===== src/hdl/sla_pkg.sv =====
// Shared types and constants of the status LED animator.
// Depends on nothing; every other file in hdl uses it.
package sla_pkg;

  localparam int unsigned ReqTypeW = 2;
  localparam int unsigned StatusW  = 3;
  localparam int unsigned ChanW    = 8;
  localparam int unsigned RgbW     = 3 * ChanW;
  localparam int unsigned PeriodW  = 16;
  localparam int unsigned CfgIdxW  = 3;
  localparam int unsigned CfgDataW = RgbW;

  // Request types.
  localparam logic [ReqTypeW-1:0] ReqTick      = 2'd0;
  localparam logic [ReqTypeW-1:0] ReqSetStatus = 2'd1;
  localparam logic [ReqTypeW-1:0] ReqSetColor  = 2'd2;

  // Status modes, also the state codes of the animator.
  localparam logic [StatusW-1:0] ModeIdle         = 3'd0;
  localparam logic [StatusW-1:0] ModeBusy         = 3'd1;
  localparam logic [StatusW-1:0] ModeSuccess      = 3'd2;
  localparam logic [StatusW-1:0] ModeError        = 3'd3;
  localparam logic [StatusW-1:0] ModeConnected    = 3'd4;
  localparam logic [StatusW-1:0] ModeDisconnected = 3'd5;

  // Configuration register indexes.
  localparam logic [CfgIdxW-1:0] CfgBreathPeriod  = 3'd0;
  localparam logic [CfgIdxW-1:0] CfgFlashPeriod   = 3'd1;
  localparam logic [CfgIdxW-1:0] CfgIdleColor     = 3'd2;
  localparam logic [CfgIdxW-1:0] CfgBusyColor     = 3'd3;
  localparam logic [CfgIdxW-1:0] CfgSuccessColor  = 3'd4;
  localparam logic [CfgIdxW-1:0] CfgErrorColor    = 3'd5;
  localparam logic [CfgIdxW-1:0] CfgConnectedColor = 3'd6;

  typedef struct packed {
    logic [PeriodW-1:0] breath_period;
    logic [PeriodW-1:0] flash_period;
    logic [RgbW-1:0]    idle_color;
    logic [RgbW-1:0]    busy_color;
    logic [RgbW-1:0]    success_color;
    logic [RgbW-1:0]    error_color;
    logic [RgbW-1:0]    connected_color;
  } sla_cfg_t;

  typedef struct packed {
    logic [ReqTypeW-1:0] req_type;
    logic [StatusW-1:0]  new_status;
    logic [ChanW-1:0]    red;
    logic [ChanW-1:0]    green;
    logic [ChanW-1:0]    blue;
  } sla_item_t;

  typedef struct packed {
    logic            emit;
    logic [RgbW-1:0] rgb;
  } sla_res_t;

endpackage


===== src/hdl/sla_req_if.sv =====
// Request channel of the status LED animator: valid/ready plus one request word.
// Depends on sla_pkg for the field widths.
interface sla_req_if;
  logic                          valid;
  logic                          ready;
  logic [sla_pkg::ReqTypeW-1:0]  req_type;
  logic [sla_pkg::StatusW-1:0]   new_status;
  logic [sla_pkg::ChanW-1:0]     red_in;
  logic [sla_pkg::ChanW-1:0]     green_in;
  logic [sla_pkg::ChanW-1:0]     blue_in;

  modport source (output valid, req_type, new_status, red_in, green_in, blue_in,
                  input ready);
  modport sink (input valid, req_type, new_status, red_in, green_in, blue_in,
                output ready);
endinterface


===== src/hdl/sla_rsp_if.sv =====
// Result channel of the status LED animator: valid/ready plus one color word.
// Depends on sla_pkg for the field widths.
interface sla_rsp_if;
  logic                      valid;
  logic                      ready;
  logic [sla_pkg::ChanW-1:0] red_out;
  logic [sla_pkg::ChanW-1:0] green_out;
  logic [sla_pkg::ChanW-1:0] blue_out;

  modport source (output valid, red_out, green_out, blue_out, input ready);
  modport sink (input valid, red_out, green_out, blue_out, output ready);
endinterface


===== src/hdl/status_led_animator_top.sv =====
// Top level of the status LED animator: input register, engine, result register.
// Depends on sla_pkg, sla_req_if, sla_rsp_if, sla_cfg_regs and sla_engine.

// Each request word is registered on acceptance and handled by the engine once the
// result side can advance, which puts its color word in the result register. One
// word is accepted every cycle unless the result side stalls, a rate set by the
// single input and result registers around the registered state update. The result
// register holds a finished word while the next request is taken; only when the
// result is held and a further word waits in the input register does the request
// side stall. Ticks in static modes, repeated statuses, unknown codes and the end
// of a flash sequence produce no word. Configuration writes take effect at once
// and are meant to be made while no request is in flight.
module status_led_animator_top (
  input  logic                          clk_i,
  input  logic                          rst_ni,
  input  logic                          cfg_we_i,
  input  logic [sla_pkg::CfgIdxW-1:0]   cfg_idx_i,
  input  logic [sla_pkg::CfgDataW-1:0]  cfg_wdata_i,
  sla_req_if.sink                       req_i,
  sla_rsp_if.source                     rsp_o
);
  import sla_pkg::*;

  sla_cfg_t  cfg;
  sla_item_t item_q;
  sla_res_t  res;
  logic      in_valid_q;
  logic      out_valid_q;
  logic [RgbW-1:0] out_rgb_q;
  logic      adv;
  logic      proc;

  assign adv         = !out_valid_q || rsp_o.ready;
  assign proc        = in_valid_q && adv;
  assign req_i.ready = !in_valid_q || adv;

  sla_cfg_regs u_cfg (
    .clk_i       (clk_i),
    .rst_ni      (rst_ni),
    .cfg_we_i    (cfg_we_i),
    .cfg_idx_i   (cfg_idx_i),
    .cfg_wdata_i (cfg_wdata_i),
    .cfg_o       (cfg)
  );

  sla_engine u_engine (
    .clk_i  (clk_i),
    .rst_ni (rst_ni),
    .proc_i (proc),
    .item_i (item_q),
    .cfg_i  (cfg),
    .res_o  (res)
  );

  always_ff @(posedge clk_i or negedge rst_ni) begin
    if (!rst_ni) begin
      in_valid_q  <= 1'b0;
      out_valid_q <= 1'b0;
    end else begin
      if (req_i.valid && req_i.ready) begin
        in_valid_q <= 1'b1;
      end else if (proc) begin
        in_valid_q <= 1'b0;
      end
      if (adv) begin
        out_valid_q <= proc && res.emit;
      end
    end
  end

  always_ff @(posedge clk_i) begin
    if (req_i.valid && req_i.ready) begin
      item_q.req_type   <= req_i.req_type;
      item_q.new_status <= req_i.new_status;
      item_q.red        <= req_i.red_in;
      item_q.green      <= req_i.green_in;
      item_q.blue       <= req_i.blue_in;
    end
    if (proc && res.emit) begin
      out_rgb_q <= res.rgb;
    end
  end

  assign rsp_o.valid     = out_valid_q;
  assign rsp_o.red_out   = out_rgb_q[23:16];
  assign rsp_o.green_out = out_rgb_q[15:8];
  assign rsp_o.blue_out  = out_rgb_q[7:0];

endmodule


===== src/hdl/sla_cfg_regs.sv =====
// Configuration register file of the status LED animator.
// Depends on sla_pkg for register indexes and the config struct.
module sla_cfg_regs (
  input  logic                          clk_i,
  input  logic                          rst_ni,
  input  logic                          cfg_we_i,
  input  logic [sla_pkg::CfgIdxW-1:0]   cfg_idx_i,
  input  logic [sla_pkg::CfgDataW-1:0]  cfg_wdata_i,
  output sla_pkg::sla_cfg_t             cfg_o
);
  import sla_pkg::*;

  sla_cfg_t cfg_q;

  always_ff @(posedge clk_i or negedge rst_ni) begin
    if (!rst_ni) begin
      cfg_q.breath_period   <= 16'd50;
      cfg_q.flash_period    <= 16'd150;
      cfg_q.idle_color      <= 24'h00FFFF;
      cfg_q.busy_color      <= 24'hFFFF00;
      cfg_q.success_color   <= 24'h00FF00;
      cfg_q.error_color     <= 24'hFF0000;
      cfg_q.connected_color <= 24'h0000FF;
    end else if (cfg_we_i) begin
      unique case (cfg_idx_i)
        CfgBreathPeriod:   cfg_q.breath_period   <= cfg_wdata_i[PeriodW-1:0];
        CfgFlashPeriod:    cfg_q.flash_period    <= cfg_wdata_i[PeriodW-1:0];
        CfgIdleColor:      cfg_q.idle_color      <= cfg_wdata_i;
        CfgBusyColor:      cfg_q.busy_color      <= cfg_wdata_i;
        CfgSuccessColor:   cfg_q.success_color   <= cfg_wdata_i;
        CfgErrorColor:     cfg_q.error_color     <= cfg_wdata_i;
        CfgConnectedColor: cfg_q.connected_color <= cfg_wdata_i;
        default: ;
      endcase
    end
  end

  assign cfg_o = cfg_q;

endmodule


===== src/hdl/sla_engine.sv =====
// Animation state and next-state logic: mode, target color, millisecond count,
// breathing step and flash phase. Depends on sla_pkg.
module sla_engine (
  input  logic               clk_i,
  input  logic               rst_ni,
  input  logic               proc_i,
  input  sla_pkg::sla_item_t item_i,
  input  sla_pkg::sla_cfg_t  cfg_i,
  output sla_pkg::sla_res_t  res_o
);
  import sla_pkg::*;

  logic [StatusW-1:0] mode_q, mode_d;
  logic [RgbW-1:0]    target_q, target_d;
  logic [PeriodW-1:0] elapsed_q, elapsed_d, elapsed_inc;
  logic [5:0]         step_q, step_d, step_inc;
  logic [1:0]         flashes_q, flashes_d;
  logic               flash_on_q, flash_on_d;
  logic [ChanW-1:0]   bright;

  // Exact floor(c * b / 255) for products below 65535.
  function automatic logic [ChanW-1:0] scale(input logic [ChanW-1:0] c,
                                            input logic [ChanW-1:0] b);
    logic [15:0] p;
    logic [15:0] s;
    p = c * b;
    s = p + 16'd1 + {8'd0, p[15:8]};
    return s[15:8];
  endfunction

  always_comb begin
    mode_d      = mode_q;
    target_d    = target_q;
    elapsed_d   = elapsed_q;
    step_d      = step_q;
    flashes_d   = flashes_q;
    flash_on_d  = flash_on_q;
    res_o.emit  = 1'b0;
    res_o.rgb   = target_q;

    elapsed_inc = (elapsed_q == '1) ? elapsed_q : elapsed_q + 16'd1;
    step_inc    = step_q + 6'd1;
    // Triangle ramp: rising for the lower half, falling for the upper half.
    bright      = step_inc[5] ? {~step_inc[4:0], 3'b000} : {step_inc[4:0], 3'b000};

    if (proc_i) begin
      unique case (item_i.req_type)
        ReqTick: begin
          elapsed_d = elapsed_inc;
          if (mode_q == ModeIdle) begin
            if (elapsed_inc >= cfg_i.breath_period) begin
              elapsed_d  = '0;
              step_d     = step_inc;
              res_o.emit = 1'b1;
              res_o.rgb  = {scale(target_q[23:16], bright),
                            scale(target_q[15:8], bright),
                            scale(target_q[7:0], bright)};
            end
          end else if (mode_q == ModeSuccess || mode_q == ModeError) begin
            if (elapsed_inc >= cfg_i.flash_period) begin
              elapsed_d = '0;
              if (flashes_q == 2'd0) begin
                // All flashes shown: fall back to idle without a word.
                mode_d     = ModeIdle;
                step_d     = '0;
                flash_on_d = 1'b1;
                target_d   = cfg_i.idle_color;
              end else begin
                res_o.emit = 1'b1;
                if (!flash_on_q) begin
                  res_o.rgb = '0;
                  flashes_d = flashes_q - 2'd1;
                end
                flash_on_d = ~flash_on_q;
              end
            end
          end
        end
        ReqSetStatus: begin
          if (item_i.new_status <= ModeDisconnected && item_i.new_status != mode_q) begin
            mode_d     = item_i.new_status;
            step_d     = '0;
            flashes_d  = 2'd0;
            flash_on_d = 1'b1;
            elapsed_d  = '0;
            unique case (item_i.new_status)
              ModeIdle:      target_d = cfg_i.idle_color;
              ModeBusy: begin
                target_d   = cfg_i.busy_color;
                res_o.emit = 1'b1;
              end
              ModeSuccess: begin
                target_d  = cfg_i.success_color;
                flashes_d = 2'd2;
              end
              ModeError: begin
                target_d  = cfg_i.error_color;
                flashes_d = 2'd3;
              end
              ModeConnected: begin
                target_d   = cfg_i.connected_color;
                res_o.emit = 1'b1;
              end
              default: begin
                target_d   = '0;
                res_o.emit = 1'b1;
              end
            endcase
            res_o.rgb = target_d;
          end
        end
        ReqSetColor: begin
          target_d   = {item_i.red, item_i.green, item_i.blue};
          res_o.emit = 1'b1;
          res_o.rgb  = target_d;
        end
        default: ;
      endcase
    end
  end

  always_ff @(posedge clk_i or negedge rst_ni) begin
    if (!rst_ni) begin
      mode_q     <= ModeDisconnected;
      target_q   <= '0;
      elapsed_q  <= '0;
      step_q     <= '0;
      flashes_q  <= '0;
      flash_on_q <= 1'b0;
    end else begin
      mode_q     <= mode_d;
      target_q   <= target_d;
      elapsed_q  <= elapsed_d;
      step_q     <= step_d;
      flashes_q  <= flashes_d;
      flash_on_q <= flash_on_d;
    end
  end

endmodule


===== src/flat_wrapper.sv =====
// flat-port wrapper written by rule: the top's interface ports become plain ports
module status_led_animator_top_flat import sla_pkg::*;
  (clk_i, rst_ni, cfg_we_i, cfg_idx_i, cfg_wdata_i, req_i_valid, req_i_req_type, req_i_new_status, req_i_red_in, req_i_green_in, req_i_blue_in, req_i_ready, rsp_o_valid, rsp_o_red_out, rsp_o_green_out, rsp_o_blue_out, rsp_o_ready);
  sla_req_if req_i_i ();
  sla_rsp_if rsp_o_i ();
  input  logic clk_i;
  input  logic rst_ni;
  input  logic cfg_we_i;
  input  logic [sla_pkg::CfgIdxW-1:0] cfg_idx_i;
  input  logic [sla_pkg::CfgDataW-1:0] cfg_wdata_i;
  input wire logic [$bits(req_i_i.valid)-1:0] req_i_valid;
  input wire logic [$bits(req_i_i.req_type)-1:0] req_i_req_type;
  input wire logic [$bits(req_i_i.new_status)-1:0] req_i_new_status;
  input wire logic [$bits(req_i_i.red_in)-1:0] req_i_red_in;
  input wire logic [$bits(req_i_i.green_in)-1:0] req_i_green_in;
  input wire logic [$bits(req_i_i.blue_in)-1:0] req_i_blue_in;
  output wire logic [$bits(req_i_i.ready)-1:0] req_i_ready;
  output wire logic [$bits(rsp_o_i.valid)-1:0] rsp_o_valid;
  output wire logic [$bits(rsp_o_i.red_out)-1:0] rsp_o_red_out;
  output wire logic [$bits(rsp_o_i.green_out)-1:0] rsp_o_green_out;
  output wire logic [$bits(rsp_o_i.blue_out)-1:0] rsp_o_blue_out;
  input wire logic [$bits(rsp_o_i.ready)-1:0] rsp_o_ready;
  assign req_i_i.valid = req_i_valid;
  assign req_i_i.req_type = req_i_req_type;
  assign req_i_i.new_status = req_i_new_status;
  assign req_i_i.red_in = req_i_red_in;
  assign req_i_i.green_in = req_i_green_in;
  assign req_i_i.blue_in = req_i_blue_in;
  assign req_i_ready = req_i_i.ready;
  assign rsp_o_valid = rsp_o_i.valid;
  assign rsp_o_red_out = rsp_o_i.red_out;
  assign rsp_o_green_out = rsp_o_i.green_out;
  assign rsp_o_blue_out = rsp_o_i.blue_out;
  assign rsp_o_i.ready = rsp_o_ready;
  status_led_animator_top u_core (.clk_i(clk_i), .rst_ni(rst_ni), .cfg_we_i(cfg_we_i), .cfg_idx_i(cfg_idx_i), .cfg_wdata_i(cfg_wdata_i), .req_i(req_i_i), .rsp_o(rsp_o_i));
endmodule

===== config.mk =====
export PLATFORM = sky130hd
export DESIGN_NAME = status_led_animator_top_flat
export DESIGN_NICKNAME = d
export VERILOG_FILES = /design/src/hdl/sla_pkg.sv /design/src/hdl/sla_req_if.sv /design/src/hdl/sla_rsp_if.sv /design/src/hdl/status_led_animator_top.sv /design/src/hdl/sla_cfg_regs.sv /design/src/hdl/sla_engine.sv /design/src/flat_wrapper.sv
export SDC_FILE = /design/constraint.sdc
export NUM_CORES = 1
export LEC_CHECK = 0
export ABC_AREA = 1
export BUFFER_PORTS_ARGS = -buffer_cell sky130_fd_sc_hd__clkbuf_2
export CAP_MARGIN = 20
export CORE_ASPECT_RATIO = 0.8
export CORE_MARGIN = 1
export CORE_UTILIZATION = 45
export CTS_CLUSTER_SIZE = 14
export DETAILED_ROUTE_END_ITERATION = 7
export PLACE_DENSITY = 0.62
export SLEW_MARGIN = 20
export SYNTH_ARGS = -nofsm -noshare
export SYNTH_HDL_FRONTEND = slang
export SYNTH_SLANG_ARGS = --single-unit

===== constraint.sdc =====
create_clock -name clk_i -period 7.17 [get_ports clk_i]
set_clock_uncertainty 0.15 [all_clocks]
set_input_delay 1.434 -clock clk_i [delete_from_list [all_inputs] [get_ports clk_i]]
set_output_delay 1.434 -clock clk_i [all_outputs]
set_load 0.03 [all_outputs]

==> impl_metrics.env, run 1 <==
export IMPL_crit_arrival_ns=6.84
export IMPL_wl_per_cell_um=17.9
export IMPL_slew_headroom=0.312
export IMPL_whs_path_depth=2
export IMPL_die_h_um=184
export IMPL_ctsLongestPathBuffers=3
export IMPL_fin_tns_setup_ns=0
export IMPL_cts_buffers=29
export IMPL_place_hpwl_um=40600
export IMPL_reg2reg_to="u_core.out_rgb_q[14]$_DFFE_PP_"
export IMPL_antenna_left=0
export IMPL_grt_max_degree=118
export IMPL_route_met3_wl_um=3610
export IMPL_area_growth_pct=11.4
export IMPL_drt_first_pass_iters=6
export IMPL_die_w_um=230
export IMPL_irDropWorstVdd_v=0.000198
export IMPL_tightest_slew_ns=1.03
export IMPL_core_area_um2=40800
export IMPL_grt_pass1_wl_um=87300
export IMPL_end_kind="flip-flop"
export IMPL_synth_top_area_share=0.188
export IMPL_path_clk_slew_ns=0.07
export IMPL_slew_viol_final=0
export IMPL_synth_area_top_cells="dfrtp_1, nand2_1, ha_1"
export IMPL_clk_insertion_delay_late_ns=0.58
export IMPL_wl_um=54700
export IMPL_drt_iter0_markers=1619
export IMPL_power_density_nw_per_um2=338
export IMPL_wl_met2_um=24400
export IMPL_htree_levels=1
export IMPL_whs_ns=0.333
export IMPL_synth_area_um2=18700
export IMPL_vias_per_cell=5.50
export IMPL_min_period_ns=6.68
export IMPL_crit_type="reg2reg"
export IMPL_leakage_nw=10.4
export IMPL_syn_area_per_cell_um2=7.71
export IMPL_wl_met1_um=25400
export IMPL_dieArea_um2=42400
export IMPL_grt_pass1_vias=16200
export IMPL_yosysWarnings=0
export IMPL_drc=0
export IMPL_placementRows=66
export IMPL_grt_ovfl_total=0
export IMPL_fmax_mhz=150
export IMPL_r2r_start="u_core.u_engine.step_q[2]$_DFFE_PN0P_"
export IMPL_cts_root_buffer="clkbuf_16"
export IMPL_yosysMostFrequentCell="nand2_1"
export IMPL_postPlaceCellArea_um2=19700
export IMPL_route_top_layer_used="met4"
export IMPL_vias=16800
export IMPL_synth_edff_count=53
export IMPL_postSynthNetCount=2690
export IMPL_cts_hold_buf=0
export IMPL_final_hold_violation_count=0
export IMPL_gp_congestion=0.899
export IMPL_final_area_um2=20900
export IMPL_ys_seq_area_frac=0.365
export IMPL_grt_setup_unrepaired="no"
export IMPL_start_kind="flip-flop"
export IMPL_syn_inst=2428
export IMPL_ys_types=54
export IMPL_antenna_found_initial=0
export IMPL_cts_tree="yes"
export IMPL_synth_async_reset_ratio=0.795
export IMPL_fin_nets=2752
export IMPL_hold_path_class="reg2reg"
export IMPL_crit_fanout=14
export IMPL_grtUsageTotal=0.259
export IMPL_io_pins=87
export IMPL_yosysTopAreaCell="dfrtp_1"
export IMPL_clock_sinks=259
export IMPL_setup_violations=0
export IMPL_ys_ff_latch=259
export IMPL_fill_cells=3995
export IMPL_reg2reg_depth=27
export IMPL_start_util=0.459
export IMPL_period_share=0.932
export IMPL_num_antenna_cells=0
export IMPL_hold_path_end="u_core.u_cfg.cfg_o[145]$_DFFE_PN0P_"
export IMPL_worstSetupStartpoint="u_core.u_engine.step_q[2]$_DFFE_PN0P_"
export IMPL_max_cap_violations=0
export IMPL_synth_flop_cell="dfrtp_1"
export IMPL_crit_required_ns=7.33
export IMPL_min_from="u_core.u_cfg.cfg_o[145]$_DFFE_PN0P_"
export IMPL_drive_above_1_share=0.118
export IMPL_io_buffers=86
export IMPL_status="finished, final reports clean"
export IMPL_r2r_slack_ns=0.49
export IMPL_synth_commonest_cells="nand2_1, inv_1, nor2_1"
layout make-up:
cell class,instances,area [µm²],share of cell area
multi-input combinational,1780,10400,0.501
sequential,259,6830,0.327
inverter,302,1140,0.0547
clock buffer,41,896,0.0430
timing repair buffer,118,687,0.0329
tap,544,681,0.0326
clock inverter,13,183,0.00876
stage by stage:
stage	cells	power, mW	utilization	setup slack (ns)
finish	3057	7.05	0.511	0.486
global placement	3000	5.29	0.484	0.622
global route	3057	7.58	0.511	0.0132
CTS	3054	7.04	0.510	0.474
floorplan	2428	4.40	-	1.26
detailed placement	3000	5.34	0.484	0.476
critical path, stage by stage, from the launching register on:
cell	delay [ns]
dfrtp_1	0.41
nand3_1	0.12
nor3_1	0.20
or2_2	0.16
nand2_2	0.12
xnor2_2	0.57
clkinvlp_4	0.18
buf_4	0.23
buf_4	0.16
nor2_1	0.14
fa_1	0.46
fa_1	0.51
fa_1	0.50
ha_1	0.31
ha_1	0.34
or2_1	0.27
nand2_1	0.09
xnor2_1	0.14
ha_1	0.34
nand2_1	0.07
o21bai_1	0.20
nand3_1	0.14
nand3_2	0.13
nand3_1	0.08
nand2_1	0.06
nand3_1	0.11
nand2_1	0.12
a21boi_1	0.10
flip-flops by register name, indices dropped and copies added (netlist names), 2 cells and up:
name                       cells
u_core.u_engine.elapsed_q     16
u_core.item_q                 29
u_core.u_engine.step_q         6
u_core.u_engine.target_q      24
u_core.u_engine.flashes_q      2
u_core.out_rgb_q              24
u_core.u_engine.mode_q         3
u_core.u_cfg.cfg_o           152
metal layers:
| metal | vias up | track usage |
|---|---|---|
| li1 | 8075 | - |
| met1 | 8094 | 0.378 |
| met2 | 568 | 0.407 |
| met3 | 76 | 0.0309 |
| met4 | 0 | 0.0662 |
| met5 | - | 0 |
placed cells by master (no fill, tap or decap), types with 6 or more instances in the layout:
cell type   instances
clkinvlp_4          6
buf_4              31
o21ai_1            10
clkbuf_16          33
nand3_1           197
clkbuf_2           85
nor2_2             12
nand4_1            23
o32ai_1            12
fa_1               57
a21boi_1           19
dfstp_2            65
nor3_1             18
a21oi_1            56
nand2_1           645
a211oi_1           10
nor2_1            221
inv_1             291
xor2_1             13
ha_1              144
nand3b_1            8
a31oi_1            22
dfrtp_1           141
o21ai_0           218
edfxtp_1           53
a32o_1             12
nand2_2            10
o211ai_1           19
report_power, final:
group	leakage, nW	internal, mW	switching [mW]	total, mW
combinational	6.91	1.11	2.20	3.31
clock	0.518	1.02	0.651	1.67
sequential	2.98	1.86	0.208	2.07
repair_timing:
| item | in CTS | in global routing |
|---|---|---|
| buffers inserted | 0 | 2 |
| setup endpoints to repair | 0 | 7 |
| gates resized for setup | 0 | 2 |
kinds of logic (layout without fill, tap and decap cells):
kind of cell               Yosys count  count (layout)  share of synthesized area
xor gates and xnor gates            23              23                     0.0120
buffers and inverters              389             474                     0.0795
AOI/OAI and AO/OA                  393             393                      0.122
adders and majority gates          201             201                      0.157
and+or+nand+nor                   1163            1163                      0.265
DFF                                259             259                      0.365
worst max path at each step:
stage	end	cells after the start	slack, ns
after floorplan	u_core.out_rgb_q[3]$_DFFE_PP_	32	1.26
after global routing	u_core.out_rgb_q[21]$_DFFE_PP_	28	0.01
after global placement	u_core.out_rgb_q[6]$_DFFE_PP_	30	0.62
final	u_core.out_rgb_q[14]$_DFFE_PP_	27	0.49
after CTS	u_core.out_rgb_q[21]$_DFFE_PP_	27	0.47
after detailed placement	u_core.out_rgb_q[21]$_DFFE_PP_	27	0.48
Note: power is estimated with default switching activity, not from simulation.
==> run 2: changes to the inputs <==
--- a/config.mk
+++ b/config.mk
@@ -5,7 +5,6 @@
 export SDC_FILE = /design/constraint.sdc
 export NUM_CORES = 1
 export LEC_CHECK = 0
-export ABC_AREA = 1
 export BUFFER_PORTS_ARGS = -buffer_cell sky130_fd_sc_hd__clkbuf_2
 export CAP_MARGIN = 20
 export CORE_ASPECT_RATIO = 0.8
==> run 2 against run 1 <==
Non-clock buffer count up 21. Area after synthesis down 1.5%. Synthesized cell count down 24%. Sequential power about the same. Largest cell class unchanged. Via count down 14%. Power down 14%.
==> impl_metrics.env, run 2 <==
export IMPL_status="finished, final reports clean"
export IMPL_area_growth_pct=13.3
export IMPL_place_hpwl_um=36300
export IMPL_num_antenna_cells=0
export IMPL_cts_tree="yes"
export IMPL_htree_levels=1
export IMPL_clk_insertion_delay_late_ns=0.58
export IMPL_start_kind="flip-flop"
export IMPL_ctsLongestPathBuffers=3
export IMPL_r2r_start="u_core.u_engine.step_q[4]$_DFFE_PN0P_"
export IMPL_power_density_nw_per_um2=290
export IMPL_grtUsageTotal=0.241
export IMPL_grt_ovfl_total=0
export IMPL_whs_path_depth=2
export IMPL_grt_pass1_vias=14300
export IMPL_ys_types=89
export IMPL_layout_commonest_cell="nand2_1"
export IMPL_syn_inst=1856
export IMPL_yosysMostFrequentCell="nand2_1"
export IMPL_yosysWarnings=0
export IMPL_io_buffers=86
export IMPL_whs_ns=0.332
export IMPL_gr_usage_met2=0.362
export IMPL_synth_top_area_share=0.191
export IMPL_grt_pass1_wl_um=79700
export IMPL_crit_fanout=5
export IMPL_p_int_mw=3.79
export IMPL_drive_above_1_share=0.226
export IMPL_hold_path_class="reg2reg"
export IMPL_slowest_delay_ns=0.55
export IMPL_core_area_um2=39900
export IMPL_placementRows=65
export IMPL_synth_area_um2=18400
export IMPL_start_util=0.462
export IMPL_slew_headroom=0.318
export IMPL_ys_seq_area_frac=0.370
export IMPL_path_clk_slew_ns=0.06
export IMPL_crit_family="adder cells"
export IMPL_final_setup_worst_slack_ns=0.173
export IMPL_use_met1=0.358
export IMPL_clock_sinks=259
export IMPL_cts_buffers=29
export IMPL_drt_iter0_markers=1119
export IMPL_die_w_um=228
export IMPL_antenna_found_initial=1
export IMPL_wl_um=50300
export IMPL_p_sw_mw=2.27
export IMPL_reg2reg_depth=25
export IMPL_cp_num_buf_inv=1
export IMPL_crit_required_ns=7.35
export IMPL_leakage_nw=9.46
export IMPL_vias_per_cell=5.80
export IMPL_end_kind="flip-flop"
export IMPL_crit_arrival_ns=7.17
export IMPL_ys_ff_latch=259
export IMPL_irDropWorstVdd_v=0.000212
export IMPL_min_period_ns=7.00
export IMPL_p_seq_frac=0.346
export IMPL_syn_area_per_cell_um2=9.94
export IMPL_crit_type="reg2reg"
export IMPL_die_h_um=183
export IMPL_synth_commonest_cells="nand2_1, ha_1, dfrtp_1"
export IMPL_slew_viol_final=0
export IMPL_antenna_left=0
export IMPL_tightest_slew_ns=1.02
export IMPL_synth_async_reset_ratio=0.795
export IMPL_drt_first_pass_iters=5
export IMPL_synth_edff_count=53
export IMPL_period_share=0.976
export IMPL_drc=0
export IMPL_cts_root_buffer="clkbuf_16"
export IMPL_synth_area_top_cells="dfrtp_1, ha_1, dfstp_2"
export IMPL_cp_slowest_cell="fa_1"
export IMPL_largest_reg_flops=152
export IMPL_grt_max_degree=84
export IMPL_worst_path_stages=25
export IMPL_postSynthNetCount=2118
export IMPL_yosysTopAreaCell="dfrtp_1"
export IMPL_synth_flop_cell="dfrtp_1"
export IMPL_clockPowerShare=0.262
export IMPL_grt_busiest_layer="met2"
export IMPL_p_comb_frac=0.392
export IMPL_p_sw_frac=0.375
export IMPL_max_cap_violations=0
export IMPL_gp_congestion=0.896
export IMPL_min_from="u_core.u_engine.flashes_q[1]$_DFFE_PN0P_"
export IMPL_io_pins=87
export IMPL_dieArea_um2=41800
export IMPL_mostFrequentLayoutCells="nand2_1, ha_1, dfrtp_1, o21ai_0, mux2_2"
export IMPL_final_hold_violation_count=0
export IMPL_pre_cts_ws_ns=-0.0344
export IMPL_wl_per_cell_um=20.1
export IMPL_setup_violations=0
export IMPL_use_met3=0.0344
export IMPL_fin_nets=2201
export IMPL_fmax_mhz=143
export IMPL_worstSetupStartpoint="u_core.u_engine.step_q[4]$_DFFE_PN0P_"
export IMPL_vias=14500
-- run 2: layout make-up --
| class | count | area (µm²) |
|---|---|---|
| clock inverter | 13 | 191 |
| clock buffer | 41 | 825 |
| multi-input combinational | 1404 | 11100 |
| sequential | 259 | 6830 |
| timing repair buffer | 139 | 850 |
| tap | 536 | 671 |
| inverter | 106 | 398 |
| fill | 3579 | 19000 |
-- run 2: per-stage QoR --
| step | total power, mW | cell area [µm²] | utilization | TNS (ns) | std cells |
|---|---|---|---|---|---|
| 4_1_cts | 6.01 | 20600 | 0.517 | 0 | 2492 |
| 6_report | 6.07 | 20900 | 0.523 | 0 | 2498 |
| 2_1_floorplan | 3.69 | 18400 | - | 0 | 1856 |
| 3_5_place_dp | 4.39 | 19600 | 0.491 | -0.0958 | 2438 |
| 5_1_grt | 6.46 | 20900 | 0.523 | -0.346 | 2498 |
| 3_3_place_gp | 4.32 | 19600 | 0.491 | 0 | 2438 |
-- run 2: power groups by stage --
stage / logic (mW) / clock network [mW] / registers [mW]
after global routing: 2.65 / 1.68 / 2.13
after global placement: 2.22 / 0 / 2.10
after CTS: 2.30 / 1.62 / 2.09
after floorplan: 1.67 / 0 / 2.02
final: 2.38 / 1.59 / 2.10
after detailed placement: 2.28 / 0 / 2.11
-- run 2: kinds of logic (layout without fill, tap and decap cells) --
group	Yosys count	in the layout	share of synthesized area
XOR/XNOR	69	69	0.0370
multiplexers	151	151	0.0903
adder cells (fa/ha/maj)	209	209	0.164
flip-flops	259	259	0.370
AO/OA/AOI/OAI	425	425	0.154
buffers and inverters	193	299	0.0400
AND/OR/NAND/NOR	550	550	0.144
-- run 2: layer usage --
layer | vias to the layer above | share of wire
li1 | 6775 | -
met1 | 7149 | 0.48
met2 | 469 | 0.42
met3 | 83 | 0.063
met4 | 0 | 0.030
met5 | - | 0
-- run 2: path summary, 6_finish.rpt --
kind                                                                 end  slack (ns)
worst max register to register             u_core.out_rgb_q[1]$_DFFE_PP_        0.17
max in group asynchronous       u_core.u_engine.target_q[12]$_DFFE_PN0P_        4.79
worst min register to register  u_core.u_engine.flashes_q[1]$_DFFE_PN0P_        0.33
worst min-delay path            u_core.u_engine.flashes_q[1]$_DFFE_PN0P_        0.33
worst max-delay path                       u_core.out_rgb_q[1]$_DFFE_PP_        0.17
min in group asynchronous            u_core.u_cfg.cfg_o[136]$_DFFE_PN0P_        0.75
-- run 2: worst min-delay path, cell delays in order (launching register included) --
cell     delay (ns)
dfrtp_1        0.34
nand2_1        0.05
o21ai_0        0.06
-- run 2: what timing repair did --
| action | CTS | global route |
|---|---|---|
| resized for setup | 1 | 40 |
| setup buffers | 0 | 5 |
| setup endpoints to repair | 8 | 22 |
| gates cloned | 0 | 1 |
| pin swaps | 0 | 7 |
| hold buffers | 0 | 0 |
